## src/r2fft_ram.sv

```systemverilog
// ----------------------------------------------------------------------------
// r2fft_ram
// Working store: one write port and two read ports with registered data.
// ----------------------------------------------------------------------------
module r2fft_ram #(
   parameter int ADDR_WIDTH = 6,
   parameter int DATA_WIDTH = 48
) (
   input  logic                  clock,
   input  logic                  we,
   input  logic [ADDR_WIDTH-1:0] waddr,
   input  logic [DATA_WIDTH-1:0] wdata,
   input  logic [ADDR_WIDTH-1:0] raddr_a,
   input  logic [ADDR_WIDTH-1:0] raddr_b,
   output logic [DATA_WIDTH-1:0] rdata_a,
   output logic [DATA_WIDTH-1:0] rdata_b
);

   logic [DATA_WIDTH-1:0] mem [0:(1 << ADDR_WIDTH)-1];

   // Write port.
   always_ff @(posedge clock) begin
      if (we) begin
         mem[waddr] <= wdata;
      end
   end

   // Registered read ports.
   always_ff @(posedge clock) begin
      rdata_a <= mem[raddr_a];
      rdata_b <= mem[raddr_b];
   end

endmodule

```

## config.mk

```make
export PLATFORM = sky130hd
export DESIGN_NAME = r2fft_ram
export DESIGN_NICKNAME = d
export VERILOG_FILES = /design/src/r2fft_ram.sv
export SDC_FILE = /design/constraint.sdc
export NUM_CORES = 2
export LEC_CHECK = 0
export BUFFER_PORTS_ARGS = -buffer_cell sky130_fd_sc_hd__buf_2
export CAP_MARGIN = 15
export CORE_UTILIZATION = 48
export CTS_CLUSTER_DIAMETER = 150
export CTS_CLUSTER_SIZE = 40
export DETAILED_ROUTE_END_ITERATION = 7
export PLACE_DENSITY = 0.66
export SYNTH_ARGS = -nofsm -noshare
export SYNTH_HDL_FRONTEND = slang
export SYNTH_SLANG_ARGS = --single-unit
```

## constraint.sdc

```tcl
create_clock -name clock -period 16.6 [get_ports clock]
set_input_delay 3.32 -clock clock [delete_from_list [all_inputs] [get_ports clock]]
set_output_delay 3.32 -clock clock [all_outputs]
set_load 0.05 [all_outputs]
```

==> flow_summary.json <==
{
  "status": "finished, final reports clean",
  "placementRows": 198,
  "holdPathStages": 4,
  "fmax_mhz": 138,
  "ys_types": 48,
  "nets": 6792,
  "synth_top_cell_area_share": 0.655,
  "ctsResizeCount": 0,
  "chipHeight_um": 544,
  "yosys.area_share.simple": 0.0167,
  "cts_root_buffer": "clkbuf_16",
  "initial_utilization": 0.483,
  "critPathKind": "in2reg",
  "dr.pass1.iters": 5,
  "cts_tree": "built",
  "r2r_cells": 5,
  "finClkSkew_ns": 0.0524,
  "post-route-util": 0.514,
  "worstSkewPairLatency_ns": 0.85,
  "dpl.hpwl_um": 291000,
  "synth_compound_area_frac": 0.0462,
  "synth-edff-count": 3072,
  "crit_required_ns": 17.29,
  "hp-class": "reg2reg",
  "synthToLayoutAreaGrowth_pct": 6.31,
  "die-area_um2": 296000,
  "worst_ir_drop_vdd_mv": 0.0849,
  "fin_area_um2": 150000,
  "clock_sinks": 3168,
  "synthMuxAreaShare": 0.250,
  "num_vias": 81900,
  "placed_area_um2": 147000,
  "antenna_found_initial": 53,
  "holdBufCountCts": 0,
  "yosysWarnings": 0,
  "netlist_area_um2": 141000,
  "synthArstFlopShare": 0,
  "die_w_um": 544,
  "wirelength_um": 495000,
  "grt_first_pass_wirelength_um": 675000,
  "finalWorstPathRequiredPeriod_ns": 7.27,
  "yosysTopAreaCell": "edfxtp_1",
  "coreArea_um2": 292000,
  "viasPerCell": 7.64,
  "fill_cells": 22700,
  "finalCritPeriodShare": 0.438,
  "regArea_um2": 94200,
  "avgSynthCellArea_um2": 20.9,
  "synth_top_family_by_area": "multiplexers",
  "cts_setup_buffers": 0,
  "drt-wirelength-per-cell_um": 46.2,
  "gp_congestion": 0.881,
  "io_buffers": 163,
  "grt_overflow_total": 0,
  "synth_area_leaders": "edfxtp_1, mux4_2, o22ai_1",
  "drtIter0Drc": 14700,
  "yosysMostFrequentCell": "edfxtp_1",
  "antenna_left": 0,
  "maxCapViolCount": 0,
  "synth_nets": 6806,
  "fin_ws_ns": 9.33,
  "p_leak_nw": 44.6,
  "multi_input_area_um2": 44800,
  "grt_max_degree": 118,
  "cp_max_fo": 93,
  "r2r_slack_ns": 14.16,
  "synth-xor-area-share": 0,
  "htreeDepth": 3,
  "pin_count": 164,
  "ys_ff_latch": 3168,
  "slew_headroom": 0.114,
  "drc": 0,
  "drive_gt1_frac": 0.326,
  "grt_pass1_vias": 81000,
  "cts-buffers-inserted": 89,
  "worstMarginPinSlew_ns": 1.33,
  "synth-seq-area-share": 0.668,
  "clock_path_buffers": 3,
  "synthFlopType": "edfxtp_1",
  "yosys-top-cells-count": "edfxtp_1, mux4_2, o22ai_1",
  "worstSetupStartpointType": "input port",
  "end_kind": "flop",
  "powerDensity_nw_per_um2": 92.7,
  "rsz0062_at_grt": "false",
  "crit_arrival_ns": 7.95,
  "setup_viol": 0,
  "hold_violations": 0,
  "drv_slew": 0,
  "synth_fa_ha_area_frac": 0,
  "fin_tns_setup_ns": 0,
  "grt_usage": 0.336,
  "path_clk_slew_ns": 0.15,
  "preCtsSetupSlack_ns": 8.33,
  "syn_inst": 6738
}
## cell families after synthesis
kind of cell | count (synthesis)
flops | 3168
mux | 1604
simple gates | 490
buf+inv | 553
compound gates | 923
## per-stage QoR
step                      std cells  hold slack [ns]  total power [W]
final                         10700            0.915           0.0139
after global routing          10700            0.947           0.0141
after CTS                     10700            0.914           0.0139
after detailed placement      10500            0.874           0.0106
after global placement        10500            0.868           0.0106
after floorplan                6738            0.785          0.00997
## power by group
part           internal, W  switching [W]
combinational     0.000530       0.000998
clock              0.00108        0.00234
sequential         0.00885      0.0000846
## worst max-delay path, stage by stage
cell	delay (ns)
buf_12	0.59
buf_4	0.79
buf_4	0.77
buf_4	0.88
mux4_2	0.62
a22o_1	0.24
a221oi_1	0.29
a221oi_1	0.14
## registers in the layout, indices dropped and copies added, names as in the netlist
| signal | count |
|---|---|
| rdata_b | 48 |
| mem | 3072 |
| rdata_a | 48 |
## path summary, 6_finish.rpt
| kind | startpoint | end |
|---|---|---|
| max reg2reg | mem[58][4] | rdata_a[4] |
| min reg2reg | mem[4][3] | rdata_a[3] |
| max | raddr_a[0] | rdata_a[14] |
| min | mem[4][3] | rdata_a[3] |
## cell usage in the layout, fill, tap and decap left out, types with 9 or more instances in the layout
master	instances
o22a_1	29
nor3_1	56
o22ai_1	336
diode_2	33
o21a_1	13
a22oi_1	95
nor2b_1	37
nor4_1	31
buf_4	269
mux2_2	13
clkbuf_16	93
nor2_4	65
o221ai_1	73
a221oi_1	63
nand3_1	26
buf_2	154
o21ai_1	12
dfxtp_1	96
a211oi_1	29
a311oi_1	17
o21ai_0	44
nand3b_1	9
nand2b_1	13
a31oi_1	31
a21oi_1	71
buf_12	18
edfxtp_1	3072
mux2i_1	56
a22o_1	88
nor2_1	73
clkbuf_1	62
nand2_1	105
mux4_2	1535
## cell type report
class,instances,area share
Antenna cell,33,0.000551
Clock buffer,155,0.0171
Clock inverter,5,0.000384
Inverter,1,0.0000251
Multi-Input combinational cell,3017,0.299
Sequential cell,3168,0.628
Tap cell,3900,0.0326
Timing Repair Buffer,447,0.0217
## per-layer routing
layer | up-vias | global-route usage | share of wire
met3 | 1171 | 0.0871 | 0.14
met1 | 44300 | 0.449 | 0.34
met2 | 6754 | 0.503 | 0.45
met5 | - | 0 | 0.00040
met4 | 30 | 0.192 | 0.067
li1 | 29700 | - | -
Note: power is estimated with default switching activity, not from simulation.
