**config.mk**
```make
export PLATFORM = sky130hd
export DESIGN_NAME = r2fft_scale
export DESIGN_NICKNAME = d
export VERILOG_FILES = /design/src/r2fft_pkg.sv /design/src/r2fft_scale.sv
export SDC_FILE = /design/constraint.sdc
export NUM_CORES = 1
export LEC_CHECK = 0
export BUFFER_PORTS_ARGS = -buffer_cell sky130_fd_sc_hd__buf_4
export CORE_UTILIZATION = 30
export DETAILED_ROUTE_END_ITERATION = 7
export GPL_ROUTABILITY_DRIVEN = 1
export PLACE_DENSITY = 0.52
export SLEW_MARGIN = 20
export SYNTH_ARGS = -nofsm -noshare
export SYNTH_HDL_FRONTEND = slang
export SYNTH_SLANG_ARGS = --single-unit
```
**constraint.sdc**
```tcl
create_clock -name clock -period 20 [get_ports clock]
set_clock_uncertainty 0.15 [all_clocks]
set_input_delay 6 -clock clock [delete_from_list [all_inputs] [get_ports clock]]
set_output_delay 6 -clock clock [all_outputs]
set_load 0.02 [all_outputs]
```
**src/r2fft_pkg.sv**
```systemverilog
// ----------------------------------------------------------------------------
// r2fft_pkg
// Shared types, constants and helper functions for the radix-2 FFT core.
// ----------------------------------------------------------------------------
package r2fft_pkg;

   localparam int LOG2_MAX_POINTS = 6;
   localparam int MAX_POINTS      = 1 << LOG2_MAX_POINTS;
   localparam int SAMPLE_WIDTH    = 16;
   localparam int WORK_WIDTH      = SAMPLE_WIDTH + 8;
   localparam int ADDR_WIDTH      = LOG2_MAX_POINTS;
   localparam int TW_WIDTH        = 17;
   localparam int LG_WIDTH        = 3;
   localparam int CSR_IDX_WIDTH   = 2;
   localparam int CSR_DATA_WIDTH  = 3;
   localparam logic signed [TW_WIDTH-1:0] HALF_ROOT2_Q15 = 17'sd23170;
   localparam logic signed [TW_WIDTH-1:0] ONE_Q15        = 17'sd32768;

   // Configuration register indexes.
   localparam logic [CSR_IDX_WIDTH-1:0] CSR_INVERSE     = 2'd0;
   localparam logic [CSR_IDX_WIDTH-1:0] CSR_LOG2_POINTS = 2'd1;

   // Quarter-wave cosine table, Q2.15 with 1.0 = 32768.
   localparam logic signed [TW_WIDTH-1:0] COS_ROM [0:16] = '{
      17'sd32768, 17'sd32610, 17'sd32138, 17'sd31357, 17'sd30274, 17'sd28899,
      17'sd27246, 17'sd25330, 17'sd23170, 17'sd20788, 17'sd18205, 17'sd15447,
      17'sd12540, 17'sd9512,  17'sd6393,  17'sd3212,  17'sd0
   };

   typedef struct packed {
      logic signed [SAMPLE_WIDTH-1:0] in_re;
      logic signed [SAMPLE_WIDTH-1:0] in_im;
   } req_type;

   typedef struct packed {
      logic signed [SAMPLE_WIDTH-1:0] out_re;
      logic signed [SAMPLE_WIDTH-1:0] out_im;
      logic [ADDR_WIDTH-1:0]          bin_index;
      logic                           last_bin;
   } rsp_type;

   typedef struct packed {
      logic signed [WORK_WIDTH-1:0] re;
      logic signed [WORK_WIDTH-1:0] im;
   } work_type;

   typedef enum logic [3:0] {
      ST_IDLE,
      ST_SWAP_RD,
      ST_SWAP_W1,
      ST_SWAP_W2,
      ST_BF_RD,
      ST_BF_MUL,
      ST_BF_SUM,
      ST_BF_ADD,
      ST_BF_WI,
      ST_BF_WJ,
      ST_EMIT,
      ST_DRAIN
   } state_type;

   // Cosine of 2*pi*t/64 from the quarter-wave table.
   function automatic logic signed [TW_WIDTH-1:0] tw_cos(input logic [5:0] t);
      logic signed [TW_WIDTH-1:0] r;
      if (t <= 6'd16) begin
         r = COS_ROM[t[4:0]];
      end else if (t <= 6'd32) begin
         r = -COS_ROM[5'(6'd32 - t)];
      end else if (t <= 6'd48) begin
         r = -COS_ROM[5'(t - 6'd32)];
      end else begin
         r = COS_ROM[5'(7'd64 - {1'b0, t})];
      end
      return r;
   endfunction

   function automatic logic signed [TW_WIDTH-1:0] tw_sin(input logic [5:0] t);
      return tw_cos(t + 6'd48);
   endfunction

   // Reverse the low lg bits of an address.
   function automatic logic [ADDR_WIDTH-1:0] bit_rev(input logic [ADDR_WIDTH-1:0] v,
                                                    input logic [LG_WIDTH-1:0] lg);
      logic [ADDR_WIDTH-1:0] r;
      for (int b = 0; b < ADDR_WIDTH; b++) begin
         r[ADDR_WIDTH-1-b] = v[b];
      end
      return r >> (3'(ADDR_WIDTH) - lg);
   endfunction

endpackage

```
**src/r2fft_scale.sv**
```systemverilog
// ----------------------------------------------------------------------------
// r2fft_scale
// Output scaling by 1/sqrt(N) with half-up rounding and saturation.
// ----------------------------------------------------------------------------
module r2fft_scale (
   input  logic                                      clock,
   input  r2fft_pkg::work_type                       x,
   input  logic [r2fft_pkg::LG_WIDTH-1:0]            lg,
   output logic signed [r2fft_pkg::SAMPLE_WIDTH-1:0] y_re,
   output logic signed [r2fft_pkg::SAMPLE_WIDTH-1:0] y_im
);

   localparam int PW = r2fft_pkg::WORK_WIDTH + r2fft_pkg::TW_WIDTH;

   logic signed [r2fft_pkg::TW_WIDTH-1:0] coef;
   logic signed [PW-1:0]                  p_re_ff, p_im_ff;
   logic [4:0]                            shift;
   logic signed [PW:0]                    half, r_re, r_im;

   function automatic logic signed [r2fft_pkg::SAMPLE_WIDTH-1:0] sat_out(
      input logic signed [PW:0] v);
      logic signed [PW:0] hi, lo;
      hi = (PW+1)'((1 <<< (r2fft_pkg::SAMPLE_WIDTH - 1)) - 1);
      lo = -hi - (PW+1)'(1);
      if (v > hi) begin
         return hi[r2fft_pkg::SAMPLE_WIDTH-1:0];
      end else if (v < lo) begin
         return lo[r2fft_pkg::SAMPLE_WIDTH-1:0];
      end
      return v[r2fft_pkg::SAMPLE_WIDTH-1:0];
   endfunction

   // Even lengths scale by an exact power of two; odd ones add 1/sqrt(2).
   assign coef = lg[0] ? r2fft_pkg::HALF_ROOT2_Q15 : r2fft_pkg::ONE_Q15;

   always_ff @(posedge clock) begin
      p_re_ff <= coef * x.re;
      p_im_ff <= coef * x.im;
   end

   // Round half up by 15 + floor(lg/2) bits.
   always_comb begin
      shift = 5'd15 + 5'(lg >> 1);
      half  = (PW+1)'(1) <<< (shift - 5'd1);
      r_re  = ((PW+1)'(p_re_ff) + half) >>> shift;
      r_im  = ((PW+1)'(p_im_ff) + half) >>> shift;
   end

   always_ff @(posedge clock) begin
      y_re <= sat_out(r_re);
      y_im <= sat_out(r_im);
   end

endmodule

```
==> flow_summary_export.csv <==
group,metric,value,unit
status,status,"complete, no violations",
setup_path,crit_arrival,13.22,ns
timing,max_slew_margin,0.365,
timing,period_needed,13.08,ns
grt,grt-ovfl-total,0,
power,clockPowerShare,0.069,
floorplan,fp.dieW,267,um
grt,antenna_found_initial,1,
drt,routed_wirelength,58500,um
cells_and_area,multiInputGateArea,17600,um2
power,pwr-share-seq,0.157,
setup_path,crit_fanout,76,
synthesis,yosysUniqueCellTypes,99,
drt,wl_per_cell,17.7,um
grt,grt_pass1_vias,17060,
clock_network,numCtsBuffers,9,
clock_network,cts_sinks,112,
power,p_sw,1.39,mW
power,intPower,1.32,mW
job,max_cap_viol_count,0,
floorplan,initial_core_util,0.305,
setup_path,crit_path_end_kind,"register",
power,combPwrFrac,0.774,
cells_and_area,final_cell_count_no_fill,3299,
timing,rsz0062_at_grt,"false",
placed_design,gp_congestion,0.922,
power,pwr_density_cell,119,nW/um2
timing,fmax,0.0764,GHz
placed_design,hpwl,49900,um
clock_network,cts_hold_buf,0,
cells_and_area,final-seq-area,2240,um2
drt,antenna_left,0,
placed_design,pre_cts_ws,6.53,ns
timing,fin_tns_setup,0,ns
power,swShare,0.512,
synthesis,async_reset_ff_frac,0,
placed_design,dpl.cell_count,3283,
synthesis,ys_seq_area_frac,0.106,
clock_network,cts_tree,"yes",
power,static-leakage-power,11.2,nW
cells_and_area,antennaDiodeCount,0,
synthesis,avgSynthCellArea,8.89,um2
floorplan,rows,96,
timing,post-route-period-util,0.654,
setup_path,critPathLaunchType,"primary input",
synthesis,synth_area,21100,um2
timing,setup_viol,0,
timing,worstMarginPinSlew,0.948,ns
grt,grt_pass1_wl,94100,um
floorplan,die-area,71300,um2
grt,track_usage,0.166,
timing,hold_viol,0,
cells_and_area,area_delta_synth_final,8.24,%
floorplan,io-pin-count,84,
drt,drtPass1Iterations,5,
clock_network,clockBufferDepth,2,
timing,drv_slew,0,
cells_and_area,nFillCells,7136,
hold_path,hp-class,"register to register",
synthesis,synth_seq_cells,112,
setup_path,cp_data_required_time,20.13,ns
clock_network,cts_setup_buffers,0,
drt,post-route-drc-count,0,
clock_network,clkLatencyLatePin,0.40,ns
cells_and_area,drive_gt1_frac,0.0760,
clock_network,clockRootBuffer,"clkbuf_16",
cells_and_area,nNetsFinal,2990,
setup_path,critical_path_class,"primary input to register",
synthesis,synth_edf_count,0,
placed_design,port_buffers,83,
clock_network,htreeDepth,3,
drt,vias_per_cell,5.10,
timing,finalWorstSetupSlack,6.92,ns
floorplan,core_area,69100,um2
synthesis,synth_ff_type,"dfxtp_1",
floorplan,die_h,267,um
drt,first_iter_violations,1131,
power,vdd_drop_max,56.2,uV
clock_network,clk_pin_slew_worst_paths,0.08,ns
synthesis,yosys_warnings,0,
power,power,2.71,mW
grt,grt_max_degree,85,
synthesis,synthCells,2369,
drt,vias,16830,
clock_network,cts_resized,0,
[metrics by stage]
| step | cell area (um2) | hold WS [ns] | utilization |
|---|---|---|---|
| 2_1_floorplan | 21100 | 0.464 | - |
| 3_3_place_gp | 22500 | 0.686 | 0.326 |
| 3_5_place_dp | 22500 | 0.682 | 0.326 |
| 4_1_cts | 22800 | 0.699 | 0.330 |
| 5_1_grt | 22800 | 0.712 | 0.330 |
| 6_report | 22800 | 0.686 | 0.330 |
[sequential cells by signal (all words and copies together), names as in the netlist]
name	flops
p_re_ff	40
y_re	16
p_im_ff	40
y_im	16
[final timing paths]
kind | endpoint | from | cells after the start | slack (ns)
worst min-delay path | y_im[15]$_DFF_P_ | p_im_ff[40]$_DFF_P_ | 2 | 0.69
worst max-delay path | y_re[8]$_DFF_P_ | lg[1] | 23 | 6.92
worst max register to register | y_re[8]$_DFF_P_ | p_re_ff[3]$_DFF_P_ | 16 | 14.77
worst min register to register | y_im[15]$_DFF_P_ | p_im_ff[40]$_DFF_P_ | 2 | 0.69
[layout make-up]
type                    instances  area share
multi-input cells            1947       0.774
inverters                     202      0.0333
repair buffers                 91      0.0300
well taps                     931      0.0511
flip-flops and latches        112      0.0984
clock inverters                 7     0.00379
clock buffers                   9     0.00988
[cells in the mapped netlist (all sizes together), types with 15 or more instances]
| cell | number | area share |
|---|---|---|
| a211oi | 25 | 0.0094 |
| a21o | 96 | 0.034 |
| a21oi | 138 | 0.033 |
| a31oi | 20 | 0.0059 |
| and2 | 58 | 0.017 |
| and3 | 24 | 0.0071 |
| buf | 20 | 0.0047 |
| clkbuf | 99 | 0.018 |
| dfxtp | 112 | 0.11 |
| fa | 200 | 0.19 |
| ha | 375 | 0.22 |
| inv | 200 | 0.036 |
| mux2 | 17 | 0.0091 |
| mux2i | 38 | 0.018 |
| nand2 | 149 | 0.027 |
| nand2b | 16 | 0.0048 |
| nand3 | 51 | 0.012 |
| nand4 | 15 | 0.0045 |
| nor2 | 138 | 0.025 |
| nor2b | 21 | 0.0062 |
| nor3 | 27 | 0.0064 |
| o211ai | 40 | 0.014 |
| o21a | 24 | 0.0086 |
| o21ai | 113 | 0.027 |
| o21bai | 16 | 0.0057 |
| o31ai | 17 | 0.0063 |
| or3 | 22 | 0.0065 |
| xnor2 | 96 | 0.040 |
| xor2 | 34 | 0.014 |
[kinds of logic (layout without fill, tap and decap cells)]
family / Yosys count / in the layout / share of synthesized area
AO/OA/AOI/OAI: 588 / 588 / 0.189
adder cells (fa/ha/maj): 581 / 581 / 0.416
AND/OR/NAND/NOR: 567 / 567 / 0.135
buffers and inverters: 321 / 309 / 0.0583
XOR/XNOR: 130 / 130 / 0.0544
flip-flops: 112 / 112 / 0.106
multiplexers: 68 / 68 / 0.0411
other: 2 / 13 / 0.000357
[cell usage in the layout, fill, tap and decap left out, types with 9 or more instances in the layout]
master / instances
conb_1: 13
or3_1: 22
clkbuf_16: 9
o21ai_1: 12
xnor2_1: 95
mux2i_1: 38
buf_4: 91
nand4_1: 15
o21bai_1: 16
mux2_2: 17
xor2_1: 34
nor3_1: 27
nand3_1: 50
and2_1: 57
o211ai_1: 39
ha_1: 373
a21o_1: 96
o21ai_0: 101
o22ai_1: 10
o31ai_1: 16
nor2_1: 135
nand2_1: 149
o21a_1: 23
o211a_1: 9
a31oi_1: 20
inv_1: 199
a211oi_1: 23
nor2b_1: 21
nand2b_1: 16
mux4_2: 13
and3_1: 24
fa_1: 200
dfxtp_1: 112
a21oi_1: 135
[worst max-delay path, cell delays in order]
cell      delay [ns]
buf_4           0.61
clkinv_1        0.23
ha_2            0.24
inv_1           0.09
ha_1            0.76
nand2b_1        0.33
nor2_4          0.11
and2_1          0.23
ha_1            0.40
a31o_1          0.25
maj3_1          0.37
a21oi_1         0.28
o22ai_1         0.15
o31ai_1         0.39
a211oi_2        0.20
o211ai_1        0.36
nand2_1         0.26
a21oi_1         0.29
a21boi_0        0.33
a211oi_1        0.11
or3_1           0.37
o31a_1          0.44
o31ai_1         0.34
[layer usage]
metal | part of all wire | GRT usage | vias to the layer above | wire length, um
li1 | - | - | 8318 | -
met1 | 0.52 | 0.250 | 8169 | 30400
met2 | 0.43 | 0.254 | 311 | 25300
met3 | 0.036 | 0.0168 | 32 | 2110
met4 | 0.011 | 0.0303 | 0 | 657
met5 | 0 | 0 | - | 0
[power groups by stage]
stage	sequential (mW)	clock (mW)	combinational, mW
6_report	0.425	0.187	2.10
5_1_grt	0.437	0.205	2.36
4_1_cts	0.425	0.197	2.11
3_5_place_dp	0.430	0	2.10
3_3_place_gp	0.431	0	2.08
2_1_floorplan	0.419	0	1.58
Power figures use the tool's default switching activity.
